===== src/rtl/core/assert_macros.svh =====
// assertion macros shared by the rtl modules
`ifndef ASSERT_MACROS_SVH
`define ASSERT_MACROS_SVH

// checked on the rising edge of clk_i, off while rst_ni is low
`define OA_ASSERT(lbl, prop, msg) \
  lbl: assert property (@(posedge clk_i) disable iff (!rst_ni) (prop)) else $error(msg);

// checked on every rising edge of clk_i, reset included
`define OA_ASSERT_ALWAYS(lbl, prop, msg) \
  lbl: assert property (@(posedge clk_i) (prop)) else $error(msg);

`endif


===== src/rtl/core/oaef_pkg.sv =====
// types, codes and constants of the obstacle avoidance mode machine
package oaef_pkg;

  // field widths
  localparam int OP_W       = 2;
  localparam int DIST_W     = 20;
  localparam int TIME_W     = 32;
  localparam int STUCK_W    = 20;
  localparam int PHASE_MS_W = 16;
  localparam int HARD_W     = 12;
  localparam int SPEED_W    = 11;
  localparam int GAP_W      = 12;
  localparam int MODE_W     = 2;
  localparam int STREAK_W   = 2;
  localparam int LIN_W      = 12;
  localparam int ANG_W      = 13;
  localparam int CFG_IDX_W  = 3;
  localparam int CFG_DATA_W = 20;

  // speed scaling datapath
  localparam int ALIGN_W   = 8;
  localparam int NUM_W     = SPEED_W + ALIGN_W;
  localparam int PROD_W    = NUM_W + DIST_W;
  localparam int DIVR_W    = DIST_W + ALIGN_W;
  localparam int QUO_W     = SPEED_W;
  localparam int DSH_W     = DIVR_W + QUO_W - 1;
  localparam int DIV_STEPS = QUO_W;
  localparam int CNT_W     = $clog2(DIV_STEPS);

  // divide by 250 as multiply and shift, exact for any dividend below 2^19
  localparam int                RECIP_SH    = 27;
  localparam logic [DIST_W-1:0] RECIP_ALIGN = 20'd536871;

  // operation codes
  localparam logic [OP_W-1:0] OP_SCAN  = 2'd0;
  localparam logic [OP_W-1:0] OP_DEPTH = 2'd1;
  localparam logic [OP_W-1:0] OP_CMD   = 2'd2;

  // mode codes
  localparam logic [MODE_W-1:0] MODE_NAV    = 2'd0;
  localparam logic [MODE_W-1:0] MODE_AVOID  = 2'd1;
  localparam logic [MODE_W-1:0] MODE_ESCAPE = 2'd2;

  // register indexes
  localparam logic [CFG_IDX_W-1:0] REG_CAUTION  = 3'd0;
  localparam logic [CFG_IDX_W-1:0] REG_CLEAR    = 3'd1;
  localparam logic [CFG_IDX_W-1:0] REG_DANGER   = 3'd2;
  localparam logic [CFG_IDX_W-1:0] REG_STUCK    = 3'd3;
  localparam logic [CFG_IDX_W-1:0] REG_ESC_REV  = 3'd4;
  localparam logic [CFG_IDX_W-1:0] REG_ESC_TURN = 3'd5;
  localparam logic [CFG_IDX_W-1:0] REG_HARD     = 3'd6;
  localparam logic [CFG_IDX_W-1:0] REG_LSPEED   = 3'd7;

  // register reset values
  localparam logic [DIST_W-1:0]     RST_CAUTION  = 20'd1500;
  localparam logic [DIST_W-1:0]     RST_CLEAR    = 20'd2000;
  localparam logic [DIST_W-1:0]     RST_DANGER   = 20'd500;
  localparam logic [STUCK_W-1:0]    RST_STUCK    = 20'd5000;
  localparam logic [PHASE_MS_W-1:0] RST_ESC_REV  = 16'd1500;
  localparam logic [PHASE_MS_W-1:0] RST_ESC_TURN = 16'd1500;
  localparam logic [HARD_W-1:0]     RST_HARD     = 12'd800;
  localparam logic [SPEED_W-1:0]    RST_LSPEED   = 11'd300;

  // behavior constants
  localparam logic [DIST_W-1:0]       FAR_MM             = 20'd999000;
  localparam logic [DIST_W:0]         STUCK_IMPROVE_MM   = 21'd200;
  localparam logic [STREAK_W-1:0]     CLEAR_NEEDED       = 2'd2;
  localparam logic [GAP_W-1:0]        ALIGN_TENTHS       = 12'd250;
  localparam logic signed [LIN_W-1:0] ESCAPE_REVERSE_MMS = -12'sd200;
  localparam logic signed [LIN_W-1:0] DANGER_CRAWL_MMS   = 12'sd30;
  localparam logic signed [LIN_W-1:0] MISALIGNED_MMS     = 12'sd20;
  localparam logic [QUO_W-1:0]        MIN_ALIGNED_MMS    = 11'd40;

  // controller to datapath
  typedef struct packed {
    logic load_item;
    logic exec;
    logic mul;
    logic div_step;
    logic fix;
    logic out_load;
  } oaef_cmd_t;

  // datapath to controller
  typedef struct packed {
    logic need_div;
    logic by_range;
  } oaef_sts_t;

endpackage


===== src/rtl/core/oaef_req_if.sv =====
// request channel: one scan, depth or command item
interface oaef_req_if;
  import oaef_pkg::*;

  logic                     valid;
  logic                     ready;
  logic [OP_W-1:0]          operation;
  logic [DIST_W-1:0]        front_mm;
  logic [DIST_W-1:0]        left_avg_mm;
  logic [DIST_W-1:0]        right_avg_mm;
  logic signed [GAP_W-1:0]  gap_tenths;
  logic [TIME_W-1:0]        now_ms;

  modport source (
    output valid, operation, front_mm, left_avg_mm, right_avg_mm, gap_tenths, now_ms,
    input  ready
  );

  modport sink (
    input  valid, operation, front_mm, left_avg_mm, right_avg_mm, gap_tenths, now_ms,
    output ready
  );
endinterface


===== src/rtl/core/oaef_rsp_if.sv =====
// result channel: mode, turn side and motion command
interface oaef_rsp_if;
  import oaef_pkg::*;

  logic                     valid;
  logic                     ready;
  logic [MODE_W-1:0]        mode;
  logic                     turning_right;
  logic                     command_valid;
  logic signed [LIN_W-1:0]  linear_mms;
  logic signed [ANG_W-1:0]  angular_mrads;

  modport source (
    output valid, mode, turning_right, command_valid, linear_mms, angular_mrads,
    input  ready
  );

  modport sink (
    input  valid, mode, turning_right, command_valid, linear_mms, angular_mrads,
    output ready
  );
endinterface


===== src/rtl/core/oaef_ctrl.sv =====
// sequencer: item intake, mode update, speed scaling steps and result hand-off
`include "assert_macros.svh"

module oaef_ctrl (
  input  logic                clk_i,
  input  logic                rst_ni,
  input  logic                in_valid_i,
  output logic                in_ready_o,
  output logic                out_valid_o,
  input  logic                out_ready_i,
  input  oaef_pkg::oaef_sts_t sts_i,
  output oaef_pkg::oaef_cmd_t cmd_o
);
  import oaef_pkg::*;

  localparam logic [2:0] S_IDLE = 3'd0;
  localparam logic [2:0] S_EXEC = 3'd1;
  localparam logic [2:0] S_MUL  = 3'd2;
  localparam logic [2:0] S_DIV  = 3'd3;
  localparam logic [2:0] S_FIX  = 3'd4;
  localparam logic [2:0] S_DONE = 3'd5;

  localparam logic [CNT_W-1:0] CNT_TOP = CNT_W'(DIV_STEPS - 1);

  logic [2:0]       state_q, state_d;
  logic [CNT_W-1:0] cnt_q, cnt_d;
  logic             out_valid_q, out_valid_d;
  logic             in_fire;
  logic             out_free;

  assign in_ready_o  = (state_q == S_IDLE);
  assign in_fire     = in_valid_i && in_ready_o;
  assign out_free    = !out_valid_q || out_ready_i;
  assign out_valid_o = out_valid_q;

  always_comb begin
    cmd_o           = '0;
    cmd_o.load_item = in_fire;
    cmd_o.exec      = (state_q == S_EXEC);
    cmd_o.mul       = (state_q == S_MUL);
    cmd_o.div_step  = (state_q == S_DIV);
    cmd_o.fix       = (state_q == S_FIX);
    cmd_o.out_load  = (state_q == S_DONE) && out_free;
  end

  always_comb begin
    state_d = state_q;
    cnt_d   = cnt_q;
    case (state_q)
      S_IDLE: begin
        if (in_fire) state_d = S_EXEC;
      end
      S_EXEC: begin
        state_d = sts_i.need_div ? S_MUL : S_DONE;
      end
      S_MUL: begin
        // range scaling needs the divider, plain alignment scaling is done here
        state_d = sts_i.by_range ? S_DIV : S_FIX;
        cnt_d   = CNT_TOP;
      end
      S_DIV: begin
        if (cnt_q == '0) begin
          state_d = S_FIX;
        end else begin
          cnt_d = cnt_q - 1'b1;
        end
      end
      S_FIX: begin
        state_d = S_DONE;
      end
      S_DONE: begin
        if (out_free) state_d = S_IDLE;
      end
      default: begin
        state_d = S_IDLE;
      end
    endcase
  end

  always_comb begin
    out_valid_d = out_valid_q;
    if (cmd_o.out_load) begin
      out_valid_d = 1'b1;
    end else if (out_ready_i) begin
      out_valid_d = 1'b0;
    end
  end

  always_ff @(posedge clk_i or negedge rst_ni) begin
    if (!rst_ni) begin
      state_q     <= S_IDLE;
      cnt_q       <= '0;
      out_valid_q <= 1'b0;
    end else begin
      state_q     <= state_d;
      cnt_q       <= cnt_d;
      out_valid_q <= out_valid_d;
    end
  end

  `OA_ASSERT(a_fire_to_exec, in_fire |=> (state_q == S_EXEC), "accepted item did not start")
  `OA_ASSERT(a_mul_to_div, (state_q == S_MUL) |=> (cnt_q == CNT_TOP), "divider not armed")
  `OA_ASSERT(a_done_holds, ((state_q == S_DONE) && !out_free) |=> (state_q == S_DONE), "result dropped while output busy")

endmodule


===== src/rtl/core/oaef_dp.sv =====
// datapath: registers, mode update, command logic, speed divider, output register
`include "assert_macros.svh"

module oaef_dp (
  input  logic                                    clk_i,
  input  logic                                    rst_ni,
  input  oaef_pkg::oaef_cmd_t                     cmd_i,
  output oaef_pkg::oaef_sts_t                     sts_o,
  input  logic                                    cfg_we_i,
  input  logic [oaef_pkg::CFG_IDX_W-1:0]          cfg_idx_i,
  input  logic [oaef_pkg::CFG_DATA_W-1:0]         cfg_data_i,
  input  logic [oaef_pkg::OP_W-1:0]               op_i,
  input  logic [oaef_pkg::DIST_W-1:0]             front_i,
  input  logic [oaef_pkg::DIST_W-1:0]             left_i,
  input  logic [oaef_pkg::DIST_W-1:0]             right_i,
  input  logic signed [oaef_pkg::GAP_W-1:0]       gap_i,
  input  logic [oaef_pkg::TIME_W-1:0]             now_i,
  output logic [oaef_pkg::MODE_W-1:0]             mode_o,
  output logic                                    turn_right_o,
  output logic                                    cmd_valid_o,
  output logic signed [oaef_pkg::LIN_W-1:0]       lin_o,
  output logic signed [oaef_pkg::ANG_W-1:0]       ang_o
);
  import oaef_pkg::*;

  // configuration
  logic [DIST_W-1:0]     caution_q, clear_q, danger_q;
  logic [STUCK_W-1:0]    stuck_q;
  logic [PHASE_MS_W-1:0] esc_rev_q, esc_turn_q;
  logic [HARD_W-1:0]     hard_q;
  logic [SPEED_W-1:0]    lspd_q;

  // captured item
  logic [OP_W-1:0]         op_q;
  logic [DIST_W-1:0]       front_in_q, left_in_q, right_in_q;
  logic signed [GAP_W-1:0] gap_in_q;
  logic [TIME_W-1:0]       now_q;

  // mode machine state
  logic [MODE_W-1:0]       mode_q, mode_d;
  logic [STREAK_W-1:0]     streak_q, streak_d;
  logic [DIST_W-1:0]       front_min_q, front_min_d;
  logic [DIST_W-1:0]       left_q, left_d, right_q, right_d;
  logic signed [GAP_W-1:0] gap_q, gap_d;
  logic                    turn_q, turn_d;
  logic                    phase_q, phase_d;
  logic [DIST_W-1:0]       best_q, best_d;
  logic [TIME_W-1:0]       avoid_since_q, avoid_since_d;
  logic [TIME_W-1:0]       esc_since_q, esc_since_d;

  // result of the current item
  logic [MODE_W-1:0]       res_mode_q, res_mode_d;
  logic                    res_turn_q, res_turn_d;
  logic                    res_cv_q, res_cv_d;
  logic signed [LIN_W-1:0] res_lin_q, res_lin_d;
  logic signed [ANG_W-1:0] res_ang_q, res_ang_d;

  // speed scaling
  logic [NUM_W-1:0]  num_q, num_d;
  logic              use_cau_q, use_cau_d;
  logic [PROD_W-1:0] dvd_q, dvd_d;
  logic [DSH_W-1:0]  dsh_q, dsh_d;
  logic [QUO_W-1:0]  quo_q, quo_d;

  // output register
  logic [MODE_W-1:0]       out_mode_q;
  logic                    out_turn_q, out_cv_q;
  logic signed [LIN_W-1:0] out_lin_q;
  logic signed [ANG_W-1:0] out_ang_q;

  // combinational helpers
  logic                      upd, cmdx;
  logic [DIST_W-1:0]         fm, lv, rv;
  logic signed [GAP_W-1:0]   gv;
  logic                      blocked, improve, stuck_out;
  logic [DIST_W:0]           best_lim;
  logic [TIME_W-1:0]         since_u, esc_el;
  logic [STREAK_W-1:0]       streak_inc;
  logic                      danger;
  logic signed [ANG_W-1:0]   hard13, side;
  logic signed [GAP_W+1:0]   a4, hard14, ang_cl;
  logic [GAP_W-1:0]          mag;
  logic [ALIGN_W-1:0]        aln;
  logic                      need_div;
  logic [NUM_W-1:0]          num_x;
  logic [DIST_W-1:0]         mul_b;
  logic [PROD_W-1:0]         prod;
  logic [DIVR_W-1:0]         cau_w, divr;
  logic                      ge;

  // load the item fields, a depth item only when it lowers the front minimum
  always_comb begin
    upd  = 1'b0;
    cmdx = 1'b0;
    fm   = front_min_q;
    lv   = left_q;
    rv   = right_q;
    gv   = gap_q;
    if (cmd_i.exec) begin
      case (op_q)
        OP_SCAN: begin
          fm  = front_in_q;
          lv  = left_in_q;
          rv  = right_in_q;
          gv  = gap_in_q;
          upd = 1'b1;
        end
        OP_DEPTH: begin
          if (front_in_q < front_min_q) begin
            fm  = front_in_q;
            upd = 1'b1;
          end
        end
        OP_CMD: begin
          cmdx = 1'b1;
        end
        default: begin
        end
      endcase
    end
  end

  // mode update terms
  assign blocked    = (mode_q == MODE_NAV) ? (fm < caution_q) : (fm < clear_q);
  assign best_lim   = {1'b0, best_q} + STUCK_IMPROVE_MM;
  assign improve    = {1'b0, fm} > best_lim;
  assign since_u    = improve ? now_q : avoid_since_q;
  assign stuck_out  = (now_q - since_u) > TIME_W'(stuck_q);
  assign streak_inc = streak_q + 1'b1;

  // command terms
  assign danger = front_min_q < danger_q;
  assign hard13 = signed'({1'b0, hard_q});
  assign side   = turn_q ? -hard13 : hard13;
  assign esc_el = now_q - esc_since_q;
  assign a4     = {gap_q, 2'b00};
  assign hard14 = signed'({2'b00, hard_q});
  assign mag    = gap_q[GAP_W-1] ? GAP_W'(-gap_q) : gap_q;
  assign aln    = ALIGN_W'(ALIGN_TENTHS - mag);

  always_comb begin
    if (a4 > hard14) begin
      ang_cl = hard14;
    end else if (a4 < -hard14) begin
      ang_cl = -hard14;
    end else begin
      ang_cl = a4;
    end
  end

  always_comb begin
    mode_d        = mode_q;
    streak_d      = streak_q;
    front_min_d   = fm;
    left_d        = lv;
    right_d       = rv;
    gap_d         = gv;
    turn_d        = turn_q;
    phase_d       = phase_q;
    best_d        = best_q;
    avoid_since_d = avoid_since_q;
    esc_since_d   = esc_since_q;
    res_lin_d     = res_lin_q;
    res_ang_d     = res_ang_q;
    need_div      = 1'b0;

    if (upd) begin
      if (!blocked && (mode_q == MODE_AVOID)) begin
        // two clear updates in a row leave avoiding
        if (streak_inc >= CLEAR_NEEDED) begin
          mode_d   = MODE_NAV;
          best_d   = FAR_MM;
          streak_d = '0;
        end else begin
          streak_d = streak_inc;
        end
      end else begin
        streak_d = '0;
        if (blocked && (mode_q == MODE_NAV)) begin
          mode_d        = MODE_AVOID;
          avoid_since_d = now_q;
          best_d        = fm;
          turn_d        = rv > lv;
        end else if (mode_q == MODE_AVOID) begin
          // progress restarts the stuck timer
          best_d        = improve ? fm : best_q;
          avoid_since_d = since_u;
          if (stuck_out) begin
            mode_d      = MODE_ESCAPE;
            esc_since_d = now_q;
            phase_d     = 1'b0;
            turn_d      = !turn_q;
          end
        end
      end
    end

    if (cmd_i.exec) begin
      res_lin_d = '0;
      res_ang_d = '0;
    end

    if (cmdx) begin
      if (mode_q == MODE_ESCAPE) begin
        if (!phase_q) begin
          // reverse phase
          res_lin_d = ESCAPE_REVERSE_MMS;
          if (esc_el > TIME_W'(esc_rev_q)) begin
            phase_d     = 1'b1;
            esc_since_d = now_q;
          end
        end else begin
          // hard turn phase
          res_ang_d = side;
          if (esc_el > TIME_W'(esc_turn_q)) begin
            mode_d        = MODE_AVOID;
            avoid_since_d = now_q;
            best_d        = front_min_q;
            phase_d       = 1'b0;
          end
        end
      end else if (danger && (mode_q == MODE_AVOID)) begin
        // danger while avoiding: stop and escape toward the more open side
        mode_d      = MODE_ESCAPE;
        esc_since_d = now_q;
        phase_d     = 1'b0;
        streak_d    = '0;
        turn_d      = right_q > left_q;
      end else begin
        res_ang_d = danger ? side : ANG_W'(ang_cl);
        if (danger) begin
          res_lin_d = DANGER_CRAWL_MMS;
        end else if (mag < ALIGN_TENTHS) begin
          need_div = 1'b1;
        end else begin
          res_lin_d = MISALIGNED_MMS;
        end
      end
    end

    if (cmd_i.fix) begin
      res_lin_d = (quo_q < MIN_ALIGNED_MMS) ? LIN_W'(MIN_ALIGNED_MMS) :
                                              signed'({1'b0, quo_q});
    end
  end

  always_comb begin
    sts_o          = '0;
    sts_o.need_div = need_div;
    sts_o.by_range = use_cau_q;
  end

  assign res_mode_d = cmd_i.exec ? mode_d : res_mode_q;
  assign res_turn_d = cmd_i.exec ? turn_d : res_turn_q;
  assign res_cv_d   = cmd_i.exec ? cmdx   : res_cv_q;

  // speed scaling: num = speed * (250 - |gap|), then num * front / (250 * caution)
  // through the divider, or num / 250 by reciprocal multiply
  assign num_x     = lspd_q * aln;
  assign num_d     = cmd_i.exec ? num_x : num_q;
  assign use_cau_d = cmd_i.exec ? (front_min_q < caution_q) : use_cau_q;
  assign mul_b     = use_cau_q ? front_min_q : RECIP_ALIGN;
  assign prod      = num_q * mul_b;
  assign cau_w     = DIVR_W'(caution_q);
  assign divr      = (cau_w << 8) - (cau_w << 2) - (cau_w << 1);
  assign ge        = {1'b0, dsh_q} <= dvd_q;

  always_comb begin
    dvd_d = dvd_q;
    dsh_d = dsh_q;
    quo_d = quo_q;
    if (cmd_i.mul) begin
      if (use_cau_q) begin
        dvd_d = prod;
        dsh_d = {divr, {(QUO_W-1){1'b0}}};
        quo_d = '0;
      end else begin
        quo_d = prod[RECIP_SH +: QUO_W];
      end
    end else if (cmd_i.div_step) begin
      // one quotient bit per step, quotient known to fit
      dvd_d = ge ? (dvd_q - {1'b0, dsh_q}) : dvd_q;
      dsh_d = dsh_q >> 1;
      quo_d = {quo_q[QUO_W-2:0], ge};
    end
  end

  always_ff @(posedge clk_i or negedge rst_ni) begin
    if (!rst_ni) begin
      caution_q     <= RST_CAUTION;
      clear_q       <= RST_CLEAR;
      danger_q      <= RST_DANGER;
      stuck_q       <= RST_STUCK;
      esc_rev_q     <= RST_ESC_REV;
      esc_turn_q    <= RST_ESC_TURN;
      hard_q        <= RST_HARD;
      lspd_q        <= RST_LSPEED;
      mode_q        <= MODE_NAV;
      streak_q      <= '0;
      front_min_q   <= FAR_MM;
      left_q        <= FAR_MM;
      right_q       <= FAR_MM;
      gap_q         <= '0;
      turn_q        <= 1'b0;
      phase_q       <= 1'b0;
      best_q        <= FAR_MM;
      avoid_since_q <= '0;
      esc_since_q   <= '0;
    end else begin
      if (cfg_we_i) begin
        case (cfg_idx_i)
          REG_CAUTION:  caution_q  <= cfg_data_i;
          REG_CLEAR:    clear_q    <= cfg_data_i;
          REG_DANGER:   danger_q   <= cfg_data_i;
          REG_STUCK:    stuck_q    <= cfg_data_i;
          REG_ESC_REV:  esc_rev_q  <= cfg_data_i[PHASE_MS_W-1:0];
          REG_ESC_TURN: esc_turn_q <= cfg_data_i[PHASE_MS_W-1:0];
          REG_HARD:     hard_q     <= cfg_data_i[HARD_W-1:0];
          REG_LSPEED:   lspd_q     <= cfg_data_i[SPEED_W-1:0];
          default: begin
          end
        endcase
      end
      mode_q        <= mode_d;
      streak_q      <= streak_d;
      front_min_q   <= front_min_d;
      left_q        <= left_d;
      right_q       <= right_d;
      gap_q         <= gap_d;
      turn_q        <= turn_d;
      phase_q       <= phase_d;
      best_q        <= best_d;
      avoid_since_q <= avoid_since_d;
      esc_since_q   <= esc_since_d;
    end
  end

  always_ff @(posedge clk_i) begin
    if (cmd_i.load_item) begin
      op_q       <= op_i;
      front_in_q <= front_i;
      left_in_q  <= left_i;
      right_in_q <= right_i;
      gap_in_q   <= gap_i;
      now_q      <= now_i;
    end
    res_mode_q <= res_mode_d;
    res_turn_q <= res_turn_d;
    res_cv_q   <= res_cv_d;
    res_lin_q  <= res_lin_d;
    res_ang_q  <= res_ang_d;
    num_q      <= num_d;
    use_cau_q  <= use_cau_d;
    dvd_q      <= dvd_d;
    dsh_q      <= dsh_d;
    quo_q      <= quo_d;
    if (cmd_i.out_load) begin
      out_mode_q <= res_mode_q;
      out_turn_q <= res_turn_q;
      out_cv_q   <= res_cv_q;
      out_lin_q  <= res_lin_q;
      out_ang_q  <= res_ang_q;
    end
  end

  assign mode_o       = out_mode_q;
  assign turn_right_o = out_turn_q;
  assign cmd_valid_o  = out_cv_q;
  assign lin_o        = out_lin_q;
  assign ang_o        = out_ang_q;

  `OA_ASSERT(a_phase_in_escape, phase_q |-> (mode_q == MODE_ESCAPE), "turn phase outside escaping")
  `OA_ASSERT(a_streak_low, streak_q < CLEAR_NEEDED, "clear streak not cleared on exit")
  `OA_ASSERT(a_cmd_flagged, (cmd_i.exec && (op_q == OP_CMD)) |=> res_cv_q, "command result not flagged")

endmodule


===== src/rtl/core/obstacle_avoid_escape_fsm_unit.sv =====
// top level of the rover obstacle avoidance mode machine
//
//  channel  dir  handshake        carries
//  req_i    in   valid / ready    operation, front, side averages, gap, time
//  rsp_o    out  valid / ready    mode, turn side, command flag, linear, angular
//  cfg      in   cfg_we_i only    eight threshold and speed registers
//
// one request at a time: scan, depth and unscaled commands go through the
// update and done steps, a command scaled by gap alignment only adds one
// reciprocal multiply and a clamp step, one also scaled by front range adds
// the multiply, the 11-step restoring divider and the clamp
// the result sits in an output register so the next request is taken while
// it waits; a stalled rsp_o holds the following result in the done step
// reset clears the mode state, the registers to their defaults and the output valid

module obstacle_avoid_escape_fsm_unit (
  input  logic                            clk_i,
  input  logic                            rst_ni,
  input  logic                            cfg_we_i,
  input  logic [oaef_pkg::CFG_IDX_W-1:0]  cfg_idx_i,
  input  logic [oaef_pkg::CFG_DATA_W-1:0] cfg_data_i,
  oaef_req_if.sink                        req_i,
  oaef_rsp_if.source                      rsp_o
);
  import oaef_pkg::*;

  oaef_cmd_t cmd;
  oaef_sts_t sts;

  // sequencer: intake, update, multiply, divide, clamp and hand-off steps
  oaef_ctrl u_ctrl (
    .clk_i       (clk_i),
    .rst_ni      (rst_ni),
    .in_valid_i  (req_i.valid),
    .in_ready_o  (req_i.ready),
    .out_valid_o (rsp_o.valid),
    .out_ready_i (rsp_o.ready),
    .sts_i       (sts),
    .cmd_o       (cmd)
  );

  // mode state, thresholds, arithmetic and the output register
  oaef_dp u_dp (
    .clk_i        (clk_i),
    .rst_ni       (rst_ni),
    .cmd_i        (cmd),
    .sts_o        (sts),
    .cfg_we_i     (cfg_we_i),
    .cfg_idx_i    (cfg_idx_i),
    .cfg_data_i   (cfg_data_i),
    .op_i         (req_i.operation),
    .front_i      (req_i.front_mm),
    .left_i       (req_i.left_avg_mm),
    .right_i      (req_i.right_avg_mm),
    .gap_i        (req_i.gap_tenths),
    .now_i        (req_i.now_ms),
    .mode_o       (rsp_o.mode),
    .turn_right_o (rsp_o.turning_right),
    .cmd_valid_o  (rsp_o.command_valid),
    .lin_o        (rsp_o.linear_mms),
    .ang_o        (rsp_o.angular_mrads)
  );

endmodule


===== src/flat_wrapper.sv =====
// flat-port wrapper written by rule: the top's interface ports become plain ports
module obstacle_avoid_escape_fsm_unit_flat import oaef_pkg::*;
  (clk_i, rst_ni, cfg_we_i, cfg_idx_i, cfg_data_i, req_i_valid, req_i_operation, req_i_front_mm, req_i_left_avg_mm, req_i_right_avg_mm, req_i_gap_tenths, req_i_now_ms, req_i_ready, rsp_o_valid, rsp_o_mode, rsp_o_turning_right, rsp_o_command_valid, rsp_o_linear_mms, rsp_o_angular_mrads, rsp_o_ready);
  oaef_req_if req_i_i ();
  oaef_rsp_if rsp_o_i ();
  input  logic clk_i;
  input  logic rst_ni;
  input  logic cfg_we_i;
  input  logic [oaef_pkg::CFG_IDX_W-1:0] cfg_idx_i;
  input  logic [oaef_pkg::CFG_DATA_W-1:0] cfg_data_i;
  input wire logic [$bits(req_i_i.valid)-1:0] req_i_valid;
  input wire logic [$bits(req_i_i.operation)-1:0] req_i_operation;
  input wire logic [$bits(req_i_i.front_mm)-1:0] req_i_front_mm;
  input wire logic [$bits(req_i_i.left_avg_mm)-1:0] req_i_left_avg_mm;
  input wire logic [$bits(req_i_i.right_avg_mm)-1:0] req_i_right_avg_mm;
  input wire logic [$bits(req_i_i.gap_tenths)-1:0] req_i_gap_tenths;
  input wire logic [$bits(req_i_i.now_ms)-1:0] req_i_now_ms;
  output wire logic [$bits(req_i_i.ready)-1:0] req_i_ready;
  output wire logic [$bits(rsp_o_i.valid)-1:0] rsp_o_valid;
  output wire logic [$bits(rsp_o_i.mode)-1:0] rsp_o_mode;
  output wire logic [$bits(rsp_o_i.turning_right)-1:0] rsp_o_turning_right;
  output wire logic [$bits(rsp_o_i.command_valid)-1:0] rsp_o_command_valid;
  output wire logic [$bits(rsp_o_i.linear_mms)-1:0] rsp_o_linear_mms;
  output wire logic [$bits(rsp_o_i.angular_mrads)-1:0] rsp_o_angular_mrads;
  input wire logic [$bits(rsp_o_i.ready)-1:0] rsp_o_ready;
  assign req_i_i.valid = req_i_valid;
  assign req_i_i.operation = req_i_operation;
  assign req_i_i.front_mm = req_i_front_mm;
  assign req_i_i.left_avg_mm = req_i_left_avg_mm;
  assign req_i_i.right_avg_mm = req_i_right_avg_mm;
  assign req_i_i.gap_tenths = req_i_gap_tenths;
  assign req_i_i.now_ms = req_i_now_ms;
  assign req_i_ready = req_i_i.ready;
  assign rsp_o_valid = rsp_o_i.valid;
  assign rsp_o_mode = rsp_o_i.mode;
  assign rsp_o_turning_right = rsp_o_i.turning_right;
  assign rsp_o_command_valid = rsp_o_i.command_valid;
  assign rsp_o_linear_mms = rsp_o_i.linear_mms;
  assign rsp_o_angular_mrads = rsp_o_i.angular_mrads;
  assign rsp_o_i.ready = rsp_o_ready;
  obstacle_avoid_escape_fsm_unit u_core (.clk_i(clk_i), .rst_ni(rst_ni), .cfg_we_i(cfg_we_i), .cfg_idx_i(cfg_idx_i), .cfg_data_i(cfg_data_i), .req_i(req_i_i), .rsp_o(rsp_o_i));
endmodule

===== config.mk =====
export PLATFORM = sky130hd
export DESIGN_NAME = obstacle_avoid_escape_fsm_unit_flat
export DESIGN_NICKNAME = d
export VERILOG_FILES = /design/src/rtl/core/oaef_pkg.sv /design/src/rtl/core/oaef_req_if.sv /design/src/rtl/core/oaef_rsp_if.sv /design/src/rtl/core/oaef_ctrl.sv /design/src/rtl/core/oaef_dp.sv /design/src/rtl/core/obstacle_avoid_escape_fsm_unit.sv /design/src/flat_wrapper.sv
export VERILOG_INCLUDE_DIRS = /design/src /design/src/rtl/core
export SDC_FILE = /design/constraint.sdc
export NUM_CORES = 2
export LEC_CHECK = 0
export BUFFER_PORTS_ARGS = -buffer_cell sky130_fd_sc_hd__buf_4
export CAP_MARGIN = 20
export CORE_UTILIZATION = 41
export DETAILED_ROUTE_END_ITERATION = 7
export GPL_TIMING_DRIVEN = 0
export PLACE_DENSITY = 0.65
export REMOVE_ABC_BUFFERS = 1
export SLEW_MARGIN = 20
export SYNTH_ARGS = -nofsm -noshare
export SYNTH_HDL_FRONTEND = slang
export SYNTH_SLANG_ARGS = --single-unit

===== constraint.sdc =====
create_clock -name clk_i -period 28.2 [get_ports clk_i]
set_input_delay 2.82 -clock clk_i [delete_from_list [all_inputs] [get_ports clk_i]]
set_output_delay 2.82 -clock clk_i [all_outputs]
set_load 0.01 [all_outputs]

==> impl_metrics.env <==
export IMPL_syn2layout_area_growth_pct=11.7
export IMPL_synth_common_cells="inv_1 (729), nand2_1 (637), ha_1 (528)"
export IMPL_final_nets=6319
export IMPL_die_y_um=352
export IMPL_tns_ns=0
export IMPL_critPathBufInv=3
export IMPL_ys_async_sr_fraction_pct=52.9
export IMPL_wl_per_cell_um=19.6
export IMPL_post_cts_buffers=0
export IMPL_final_setup_viol_count=0
export IMPL_die_area_sq_um=124000
export IMPL_synth_top_flop_cell="edfxtp_1"
export IMPL_synth_area_leaders="fa_1 (15%), edfxtp_1 (15%), ha_1 (13%), dfrtp_1 (11%), inv_1 (5.5%)"
export IMPL_gp_congestion=0.913
export IMPL_finalHoldViolations=0
export IMPL_worst_setup_path_end_kind="register"
export IMPL_cp_slowest_stage_delay_ns=0.87
export IMPL_maxSlewHeadroom_pct=24.7
export IMPL_setup_slack_ns=15.99
export IMPL_worstHoldStart="u_core.u_dp.res_lin_q[10]"
export IMPL_tightest_slew_ns=1.13
export IMPL_cts_sinks=577
export IMPL_grt_max_degree=94
export IMPL_yosysTopAreaCell="fa_1"
export IMPL_rrSetupSlack_ns=15.99
export IMPL_clock_latency_ns=0.66
export IMPL_min_to="u_core.u_dp.lin_o[10]"
export IMPL_coreArea_sq_um=122000
export IMPL_die_w_um=352
export IMPL_vias=37800
export IMPL_postCtsResizedCells=0
export IMPL_numCtsBuffers=70
export IMPL_yosysSeqAreaShare_pct=31.2
export IMPL_synthCells=5186
export IMPL_finClkSkew_ns=0.0360
export IMPL_portBuffers=164
export IMPL_initial_utilization_pct=41.3
export IMPL_ios=165
export IMPL_cp_start_kind="register"
export IMPL_cts_root_buf="clkbuf_16"
export IMPL_min_delay_path_depth=0
export IMPL_grt_first_pass_wirelength_um=215000
export IMPL_status="finished, final reports clean"
export IMPL_path_max_fanout=39
export IMPL_path_delay_family="compound AO/OA/AOI/OAI gates"
export IMPL_cp_arrival_ns=12.73
export IMPL_period_needed_ns=12.21
export IMPL_min_path_type="register to register"
export IMPL_reg2reg_depth=42
export IMPL_synth_edf_count=247
export IMPL_slew_violations=0
export IMPL_yosys_warnings=0
export IMPL_ys_ff_latch=577
export IMPL_required_ns=28.72
export IMPL_final_antenna_net_count=0
export IMPL_grt_pass1_vias=38300
export IMPL_drt_total_wl_um=137000
export IMPL_rows=128
export IMPL_rsz0062_at_grt="false"
export IMPL_max_freq_mhz=81.9
export IMPL_r2r_start="u_core.u_dp.front_min_q[18]"
export IMPL_netlist_area_sq_um=50200
export IMPL_regToRegEndpoint="u_core.u_dp.esc_since_q[25]"
export IMPL_synth_distinct_cells=86
export IMPL_grt_remaining_overflow=0
export IMPL_drt_iter0_markers=2429
export IMPL_grt_total_usage_pct=22.5
export IMPL_dpl_hpwl_um=105000
export IMPL_synth_most_common_cell="inv_1"
export IMPL_finalCritPeriodShare_pct=43.3
export IMPL_cts_buffer_depth=3
export IMPL_place_ws_ns=16.05
export IMPL_final_layout_size_suffix_gt1_share_pct=11.0
export IMPL_drtPass1Iterations=5
export IMPL_path_clk_slew_ns=0.06
export IMPL_worstSetupPathType="register to register"
export IMPL_num_fill_cells=11400
export IMPL_cts_htree_levels=3
export IMPL_synth_top_area_share_pct=15.0
export IMPL_cp_slowest_cell="dfstp_2"
export IMPL_syn_area_per_cell_sq_um=9.68
export IMPL_cap_viol_max_count=0
export IMPL_cts_tree="yes"
export IMPL_via_per_inst=5.43
export IMPL_antenna_found_initial=7
export IMPL_hold_buffers=0
export IMPL_drc=0
-- placed cells by master (no fill, tap or decap), types with 42 or more instances in the layout --
master / synthesis / routed
nand2b_1: 65 / 64
mux2i_1: 65 / 65
nand3_1: 51 / 51
nor2_1: 183 / 181
or3_1: 42 / 42
dfrtp_1: 212 / 212
xor2_1: 57 / 57
and2_1: 110 / 110
nand4_1: 53 / 53
fa_1: 375 / 375
dfstp_2: 93 / 93
a21oi_1: 241 / 241
buf_4: 0 / 170
ha_1: 528 / 528
mux2_2: 129 / 129
a21o_1: 120 / 120
nor3_1: 66 / 64
and3_1: 84 / 83
nor2b_1: 64 / 62
edfxtp_1: 247 / 247
inv_1: 729 / 728
nand2_1: 637 / 637
xnor2_1: 122 / 122
o21ai_0: 285 / 283
clkbuf_16: 0 / 72
-- how the worst max path moves through the flow --
stage                                       end                   startpoint  slack, ns  depth (start not counted)
detailed placement  u_core.u_dp.esc_since_q[25]  u_core.u_dp.front_min_q[18]      16.05                         42
floorplan           u_core.u_dp.esc_since_q[10]     u_core.u_ctrl.state_q[0]      14.68                         39
finish              u_core.u_dp.esc_since_q[25]  u_core.u_dp.front_min_q[18]      15.99                         42
global route        u_core.u_dp.esc_since_q[30]  u_core.u_dp.front_min_q[18]      15.30                         43
CTS                 u_core.u_dp.esc_since_q[25]  u_core.u_dp.front_min_q[18]      15.99                         42
global placement    u_core.u_dp.esc_since_q[27]     u_core.u_ctrl.state_q[0]       9.24                         39
-- cell families (layout without fill, tap and decap cells) --
| family | Yosys count | count (layout) | synth area share, % |
|---|---|---|---|
| AO/OA/AOI/OAI | 970 | 970 | 12.3 |
| XOR/XNOR | 179 | 179 | 3.12 |
| adder cells (fa/ha/maj) | 903 | 903 | 28.1 |
| buffers and inverters | 910 | 1063 | 6.83 |
| flip-flops | 577 | 577 | 31.2 |
| multiplexers | 224 | 224 | 4.86 |
| other | 0 | 4 | 0 |
| AND/OR/NAND/NOR | 1423 | 1423 | 13.6 |
-- stage by stage --
| step | utilization (%) | hold slack, ns | cells | area [sq um] |
|---|---|---|---|---|
| floorplan | - | 0.400 | 5005 | 49500 |
| global placement | 43.4 | 0.414 | 6794 | 52800 |
| detailed placement | 44.1 | 0.407 | 6834 | 53600 |
| CTS | 46.1 | 0.435 | 6963 | 56000 |
| global route | 46.1 | 0.445 | 6964 | 56000 |
| finish | 46.1 | 0.431 | 6968 | 56100 |
-- worst reg2reg max path, delay by kind of cell, from the launching register on --
family          cells  cell delay (ns)
compound gates     20             5.68
xor+xnor            1             0.16
fa+ha+maj           4             1.32
buf+inv             3             0.67
flops               1             0.87
mux                 2             0.63
simple gates       12             2.75
-- metal layers --
metal | part of all wire (%) | vias up | GRT usage, %
met5 | 0.015 | - | 0
met4 | 4.0 | 2 | 8.66
met3 | 6.8 | 281 | 4.55
met2 | 46 | 1142 | 36.6
met1 | 43 | 18500 | 29.2
li1 | - | 17800 | -
-- registers in the layout, summed over array words and instances (netlist names), 13 cells and up --
| register | flops |
|---|---|
| u_core.u_dp.num_q | 19 |
| u_core.u_dp.ang_o | 13 |
| u_core.u_dp.best_q | 20 |
| u_core.u_dp.right_q | 20 |
| u_core.u_dp.clear_q | 20 |
| u_core.u_dp.stuck_q | 20 |
| u_core.u_dp.avoid_since_q | 32 |
| u_core.u_dp.front_in_q | 20 |
| u_core.u_dp.danger_q | 20 |
| u_core.u_dp.esc_rev_q | 16 |
| u_core.u_dp.left_q | 20 |
| u_core.u_dp.left_in_q | 20 |
| u_core.u_dp.now_q | 32 |
| u_core.u_dp.front_min_q | 20 |
| u_core.u_dp.esc_since_q | 32 |
| u_core.u_dp.caution_q | 20 |
| u_core.u_dp.right_in_q | 20 |
| u_core.u_dp.res_ang_q | 13 |
| u_core.u_dp.dsh_q | 38 |
| u_core.u_dp.esc_turn_q | 16 |
| u_core.u_dp.dvd_q | 39 |
-- layout make-up --
| cell class | instances | area, sq um | share of cell area [%] |
|---|---|---|---|
| Multi-Input combinational cell | 3699 | 31200 | 55.7 |
| Sequential cell | 577 | 15700 | 27.9 |
| Inverter | 729 | 2740 | 4.88 |
| Tap cell | 1625 | 2030 | 3.63 |
| Timing Repair Buffer | 205 | 1930 | 3.44 |
| Clock buffer | 89 | 1910 | 3.40 |
| Clock inverter | 40 | 573 | 1.02 |
| Antenna cell | 4 | 10.0 | 0.0179 |
Power is not shown: default switching activity piles up to over one toggle a cycle in this logic, so the estimate is an artifact.
